File: src/rtl/gcd_pkg.sv
// Types, constants and arithmetic helpers for the great-circle distance pipeline.
`default_nettype none

package gcd_pkg;

   // Fixed-point formats.
   localparam int ANGLE_FRAC_BITS = 20;
   localparam int CORDIC_STEPS    = 30;
   localparam int Q_FRAC          = 30;
   localparam int SQRT_STEPS      = Q_FRAC + 1;
   localparam int SQ_VW           = 2 * Q_FRAC + 1;
   localparam int SQ_RW           = 2 * Q_FRAC + 2;
   localparam int CW              = 34;

   // Latency from the accepting edge to the edge that takes the result.
   localparam int PIPE_LAT = 4 + CORDIC_STEPS + 4 + SQRT_STEPS + CORDIC_STEPS + 2;

   typedef logic signed [CW-1:0] cval_type;

   typedef enum logic [1:0] {
      CORDIC_ROTATE = 2'b01,
      CORDIC_VECTOR = 2'b10
   } cordic_mode_type;

   // Coordinate limits in scaled degrees.
   localparam logic signed [27:0] LAT_LIM = 28'(90 <<< ANGLE_FRAC_BITS);
   localparam logic signed [28:0] LON_LIM = 29'(180 <<< ANGLE_FRAC_BITS);

   // Constants: angles and the gain in Q30, the degree-to-radian factor in Q32.
   localparam logic signed [27:0] DEG2RAD_K32 = 28'sd74961321;
   localparam cval_type           GAIN_INV    = 34'sd652032874;
   localparam logic [32:0]        HALF_PI_Q30 = 33'd1686629713;
   localparam logic [32:0]        PI_Q30      = 33'd3373259426;
   localparam logic [30:0]        ONE_Q30     = 31'd1 << Q_FRAC;
   localparam logic [24:0]        SPAN_MAX    = 25'h1FFFFFF;
   localparam logic [23:0]        RADIUS_RST  = 24'd6378000;

   localparam cval_type ATAN_HEAD [10] = '{
      34'sd843314857, 34'sd497837829, 34'sd263043836, 34'sd133525158, 34'sd67021686,
      34'sd33543515,  34'sd16775850,  34'sd8388437,   34'sd4194282,   34'sd2097149
   };

   // Arctangent of 2^-i in Q30.
   function automatic cval_type atan_q30(input int i);
      cval_type val;
      if (i < 10) begin
         val = ATAN_HEAD[i];
      end else if (i <= Q_FRAC) begin
         val = cval_type'(34'sd1 <<< (Q_FRAC - i));
      end else begin
         val = '0;
      end
      return val;
   endfunction

   // Rounds a Q60 product back to Q30, half away from zero.
   function automatic cval_type rnd_q30(input logic signed [67:0] v);
      logic [67:0] mag;
      mag = v[67] ? 68'(-v) : 68'(v);
      mag = (mag + (68'd1 << (Q_FRAC - 1))) >> Q_FRAC;
      return v[67] ? cval_type'(-$signed(mag)) : cval_type'($signed(mag));
   endfunction

endpackage

`default_nettype wire

File: src/rtl/gcd_sqrt.sv
// Pipelined bit-by-bit square root of a Q30 value, giving a Q30 root.
`default_nettype none

module gcd_sqrt (
   input  logic                     clock,
   input  logic [gcd_pkg::Q_FRAC:0] value,
   output logic [gcd_pkg::Q_FRAC:0] root
);
   import gcd_pkg::*;

   logic [SQ_VW-1:0] v_ff [SQRT_STEPS];
   logic [SQ_RW-1:0] r_ff [SQRT_STEPS];

   for (genvar j = 0; j < SQRT_STEPS; j++) begin : g_step
      localparam logic [SQ_RW-1:0] BIT = SQ_RW'(1) << (2 * Q_FRAC - 2 * j);
      logic [SQ_VW-1:0] vs, v_step_in;
      logic [SQ_RW-1:0] rs, r_step_in, trial;

      if (j == 0) begin : g_first
         assign vs = {value, Q_FRAC'(0)};
         assign rs = '0;
      end else begin : g_next
         assign vs = v_ff[j-1];
         assign rs = r_ff[j-1];
      end

      // Subtract the trial term when it fits and set this root bit.
      always_comb begin
         trial = rs + BIT;
         if ({1'b0, vs} >= trial) begin
            v_step_in = vs - trial[SQ_VW-1:0];
            r_step_in = (rs >> 1) + BIT;
         end else begin
            v_step_in = vs;
            r_step_in = rs >> 1;
         end
      end

      always_ff @(posedge clock) begin
         v_ff[j] <= v_step_in;
         r_ff[j] <= r_step_in;
      end
   end

   assign root = r_ff[SQRT_STEPS-1][Q_FRAC:0];

endmodule

`default_nettype wire

File: config.mk
export PLATFORM = sky130hd
export DESIGN_NAME = gcd_sqrt
export DESIGN_NICKNAME = d
export VERILOG_FILES = /design/src/rtl/gcd_pkg.sv /design/src/rtl/gcd_sqrt.sv
export SDC_FILE = /design/constraint.sdc
export NUM_CORES = 2
export LEC_CHECK = 0
export ABC_AREA = 1
export BUFFER_PORTS_ARGS = -buffer_cell sky130_fd_sc_hd__buf_2
export CAP_MARGIN = 10
export CORE_ASPECT_RATIO = 0.5
export CORE_MARGIN = 2
export CORE_UTILIZATION = 53
export DETAILED_ROUTE_END_ITERATION = 10
export PLACE_DENSITY = 0.79
export SLEW_MARGIN = 20
export SYNTH_ARGS = -nofsm -noshare
export SYNTH_HDL_FRONTEND = slang
export SYNTH_SLANG_ARGS = --single-unit
File: constraint.sdc
create_clock -name clock -period 4.3 [get_ports clock]
set_input_delay 0.215 -clock clock [delete_from_list [all_inputs] [get_ports clock]]
set_output_delay 0.215 -clock clock [all_outputs]
set_load 0.02 [all_outputs]
======== Word level (Yosys, flattened, before mapping) ========
Memories as Yosys holds them, arrays and structs flattened.
Cells that the tools add are included.
Widths: inputs -> output; s select.
storage, ports and cells
  input port bits ......................... 32
  ROM bits ................................ 0
  memories kept ........................... 2
  RAM bits ................................ 3,813
  latch bits .............................. 0
  register bits ........................... 0
  logic and storage cells ................. 186
  output and inout port bits .............. 31
operators by class
  reduce and logical (&&, ||, !) cells .... 0
  bitwise gates (word level) .............. 0
  shift operators ......................... 0
  eq/ne operators ......................... 0
  multipliers ............................. 0
  mux-type cells .......................... 62
  order comparisons ....................... 31
  div/mod/pow operators ................... 0
  add/subtract/negate cells ............... 91
memories
  memory  words  width  rd ports  clocked after Yosys merged registers in  wr ports  RTL line        source
  r_ff    31     62     31        0                                        31        gcd_sqrt.sv:12  logic [SQ_RW-1:0] r_ff [SQRT_STEPS];
  v_ff    31     61     30        0                                        31        gcd_sqrt.sv:11  logic [SQ_VW-1:0] v_ff [SQRT_STEPS];
operators with widths
  cell                    number
  $mux 61                 32
  $ge 61x62->1            30
  $mux 62                 30
  $sub 61x61->61          30
  $add 61x1->62 const B   1
  $add 61x11->62 const B  1
  $add 61x13->62 const B  1
  $add 61x15->62 const B  1
  $add 61x17->62 const B  1
  $add 61x19->62 const B  1
  $add 61x21->62 const B  1
  $add 61x23->62 const B  1
  $add 61x25->62 const B  1
  $add 61x27->62 const B  1
  $add 61x29->62 const B  1
  $add 61x3->62 const B   1
  $add 61x31->62 const B  1
  $add 61x33->62 const B  1
  $add 61x35->62 const B  1
  $add 61x37->62 const B  1
  $add 61x39->62 const B  1
  $add 61x41->62 const B  1
  $add 61x43->62 const B  1
  $add 61x45->62 const B  1
  other kinds (42)        42

======== Logic depth before layout (Yosys ltp) ========
An unclocked memory read counts as a cell.
  word-level depth ........................ 4
  depth in mapped cells ................... 18
  depth with buffers taken out ............ 17

======== Least setup slack after synthesis ========
Ideal clock, no wire load.
  kind .................................... register to register
  from .................................... mem v_ff[1][323] (netlist name)
  to ...................................... mem v_ff[1][396] (netlist name)
  library setup time ...................... 0.118 ns
  path slack .............................. 2.091 ns
  period minus slack after synthesis ...... 2.209 ns
  path buffers ............................ 2
  data arrival time ....................... 2.091 ns
  stages on the path, launching flop included .. 18
  data required time ...................... 4.182 ns
  path through ............................ dfxtp_1 -> ha_1 -> inv_1 -> fa_1 -> inv_1 -> nand3_1 -> nand2_2 -> nand2_2 -> nand2_2 -> nand2_2 -> nand2_2 -> nand2_2 -> nand3_2 -> inv_2 -> buf_6 -> buf_6 -> nand2_2 -> o21ai_2
RTL lines
  element      RTL line
  from (decl)  gcd_sqrt.sv:11

==> metrics list <==
* Chip Height: 296 µm
- Total number of nets in the final design: 14.4k
- The first global-routing pass estimated 456000 µm of wire.
* Longest Clk Path Bufs: 4
* CTS clk-pin slew, worst paths: 70 ps
- The number of nets handed over by synthesis was 14.2k.
- Number of vias in the routed layout: 85.0k
- On the final layout, the worst clock skew is 94.0 ps.
- Maximum level of the CTS H-tree: 4
- The congestion estimate from routability-driven global placement came to 1.02.
- For this run, the leading register cell type out of synthesis is sky130_fd_sc_hd__dfxtp_1.
- Internal power component: 36.7 mW
* Gr ovfl total: 0
- Setup repair after global routing missed its margin: no
* Initial core utilization: 0.537
- Fraction of final layout cells with drive strength greater than 1: 0.0536
- Pin count of the biggest net entering global routing: 65
- Final hold viol count: 0
* Total number of clock tree sinks: 1622
- In this design, the critical path's most frequently occurring cell is sky130_fd_sc_hd__nand2_1.
- In this run the remaining antenna-violating nets after routing total 0.
* Area growth from synthesis to layout: 9.15%
- Iter 0 DRT Violations: 7092
* Number of design rule violations left after detail routing: 0
* Share of synthesized flip-flops with an asynchronous set or reset: 0
- Count of boundary I/O pins: 63
* IO Port Bufs: 62
- Top post-synthesis cells by area: sky130_fd_sc_hd__dfxtp_1 36%, sky130_fd_sc_hd__nand2_1 18%, sky130_fd_sc_hd__inv_1 9.9%, sky130_fd_sc_hd__ha_1 6.9%, sky130_fd_sc_hd__nor2_1 5.7%
- Share of the synthesized area in the top cell type: 0.360
* DR WL/cell: 18.6 µm
* Final period util: 0.740
- Broken down by cell family, the worst path's largest delay share belongs to simple AND/OR/NAND/NOR gates.
- Actual slew at the worst max-slew pin: 992 ps
- Final Max Tran Viols: 0
- Setup violations remaining at the end of the flow were counted as 0.
- Number of clock buffers inserted by TritonCTS: 156
- The floorplan step set the die width to 587 µm.
- Hold-fix buffers at CTS: 62
- The synthesized design contains 0 enable-type register cells.
- In the global route stage, overall resource usage came out at 0.338.
- TritonCTS built the clock tree.
- The number of setup buffers added after CTS is 0.
- Largest area contributor in the synthesized netlist: sky130_fd_sc_hd__dfxtp_1
- Core box area: 168000 µm²
- Setup_tns: 0 ps
* Pwr per Cell Area: 681 nW/µm²
* Endpoint required time on the critical path: 5000 ps
- FF+latch area: 32500 µm²
- Top cell types by occurrence after synthesis: 4393 x sky130_fd_sc_hd__nand2_1, 2387 x sky130_fd_sc_hd__inv_1, 1622 x sky130_fd_sc_hd__dfxtp_1
- The worst pin sits at a relative slew slack of 0.337.
- Ys Warns: 0
- Gate power share: 0.421
- STA classifies the critical path endpoint as a flop.
- Share of synthesized area occupied by flip-flops and latches: 0.360
- Critical path peak fanout: 58
- Number of antenna violations at the first check in global routing: 15
- Max rail drop VDD: 414 µV
* Cells after synthesis: 13.6k
- Final WL: 301000 µm
- Total power: 67.1 mW
* Sum of buffers and inverters on the critical path: 2
- For the finished layout, the period the worst path requires is 3180 ps.
- Outcome: completed
- CTS Root Buffer Type: sky130_fd_sc_hd__clkbuf_16
- Setup CP Type: flop to flop
- # rows: 106
* Post-CTS resize count: 0
- After detailed routing, the number of vias per cell comes to 5.25.
- The share of total power dissipated in sequential elements is 0.363.
* Die area: 174000 µm²
- Synthesis-stage register bit count: 1622
- Stage delay of the slowest cell on the critical path: 510 ps
- Via count of the first global-routing pass: 79.6k
- Area used by multi-input combinational logic: 47600 µm²
- Per-instance average area after synthesis: 6.62 µm²
- On the critical path, the stage with the largest delay is an instance of sky130_fd_sc_hd__fa_1.
- The HPWL after detailed placement is 247000 µm.
* Top-count cell post-synth: sky130_fd_sc_hd__nand2_1
* Switching Share: 0.452
- Maximum clock frequency: 314 MHz
- Worst Setup Start Kind: flop
* Endpoint arrival time on the critical path: 3880 ps
- Fillers: 16.2k
- The share of total power dissipated in the clock network is 0.216.
* Combined area of all synthesized cells: 90200 µm²
- The number of different library cells used by synthesis comes to 59.
* Crit-path cells: ha_1 -> fa_1 -> nand3_1 -> nand3_2 -> nand2_1 -> nand2_1 -> nand2_1 -> nand3_2 -> nand2_2 -> nand2_2 -> inv_2 -> buf_12 -> nand2_1 -> o21ai_0
- Leak: 51.4 nW
* First-pass iteration count of the detailed router: 8
* Max capacitance violation total: 0
- Worst-Skew Late Latency: 860 ps
* Switching power of the nets: 30.3 mW
- Worst min path class: flop to flop
registers in the layout (all words and copies together), names as in the netlist:
register and cells:
v_ff 1126, r_ff 496
cell type report:
cell class,instances,share of cell area
diodes,4,0.000102
well taps,2268,0.0288
multi-input cells,9455,0.484
flip-flops and latches,1622,0.330
inverters,2429,0.0928
clock buffers,192,0.0436
repair buffers,146,0.0114
clock inverters,81,0.00965
power by group through the flow:
stage / combinational [mW] / sequential, mW / clock [mW]
detailed placement: 27.5 / 24.4 / 0
global route: 31.7 / 24.5 / 15.3
global placement: 27.4 / 24.5 / 0
finish: 28.2 / 24.3 / 14.5
floorplan: 20.8 / 21.7 / 0
CTS: 27.7 / 24.1 / 14.6
through the flow:
| stage | hold slack (ps) | area (µm²) | util | cells | setup slack, ps |
|---|---|---|---|---|---|
| after floorplan | 243 | 90200 | - | 13600 | 2090 |
| after global placement | 317 | 92600 | 0.551 | 15900 | 1260 |
| after detailed placement | 319 | 92600 | 0.551 | 15900 | 1180 |
| after CTS | 293 | 98400 | 0.586 | 16200 | 1160 |
| after global routing | 305 | 98400 | 0.586 | 16200 | 894 |
| final | 303 | 98400 | 0.586 | 16200 | 1120 |
final timing paths:
check | from | end | slack [ps] | cells past startpoint
worst min-delay path | r_ff[14][45] | r_ff[15][44] | 300 | 0
worst min register to register | r_ff[14][45] | r_ff[15][44] | 300 | 0
worst max-delay path | v_ff[1][618] | v_ff[1][694] | 1120 | 14
worst max register to register | v_ff[1][618] | v_ff[1][694] | 1120 | 14
placed cells by master, fill, tap and decap left out, types with 18 or more instances in the layout:
cell type	synthesis	final
sky130_fd_sc_hd__nor2_1	1365	1365
sky130_fd_sc_hd__a21oi_2	113	113
sky130_fd_sc_hd__xor2_1	153	153
sky130_fd_sc_hd__o21ai_2	77	77
sky130_fd_sc_hd__nor4_1	47	47
sky130_fd_sc_hd__nand3_1	797	797
sky130_fd_sc_hd__inv_2	37	37
sky130_fd_sc_hd__ha_1	494	494
sky130_fd_sc_hd__buf_4	27	20
sky130_fd_sc_hd__nand2_2	43	42
sky130_fd_sc_hd__inv_1	2387	2387
sky130_fd_sc_hd__clkinv_2	0	20
sky130_fd_sc_hd__xnor2_1	248	248
sky130_fd_sc_hd__a21oi_1	506	506
sky130_fd_sc_hd__nand4_1	245	245
sky130_fd_sc_hd__buf_2	37	62
sky130_fd_sc_hd__nand2_1	4393	4393
sky130_fd_sc_hd__a21boi_0	18	18
sky130_fd_sc_hd__nand3_2	19	19
sky130_fd_sc_hd__a21o_1	19	19
sky130_fd_sc_hd__dlygate4sd3_1	0	62
sky130_fd_sc_hd__clkbuf_16	0	160
sky130_fd_sc_hd__nand3b_1	97	97
sky130_fd_sc_hd__o21bai_1	27	27
sky130_fd_sc_hd__dfxtp_1	1622	1622
sky130_fd_sc_hd__o21ai_0	295	295
sky130_fd_sc_hd__nor2_2	43	43
sky130_fd_sc_hd__nor3_1	164	164
sky130_fd_sc_hd__o21ai_1	142	142
sky130_fd_sc_hd__or2_2	38	38
cell families after synthesis:
group | after synthesis | share of synthesized area
flops | 1622 | 0.360
fa+ha+maj | 509 | 0.0719
xor+xnor | 401 | 0.0389
other cells | 1 | 0.0000416
buf+inv | 2545 | 0.112
simple gates | 7311 | 0.338
compound gates | 1233 | 0.0792
metal layers:
layer	GRT usage	vias to the layer above	wire (µm)
met2	0.565	3118	135000
met3	0.0497	646	22200
met4	0.142	14	13800
li1	-	42700	-
met5	0	-	96
met1	0.438	38500	130000
No activity file was read; power rests on OpenSTA's default activity.
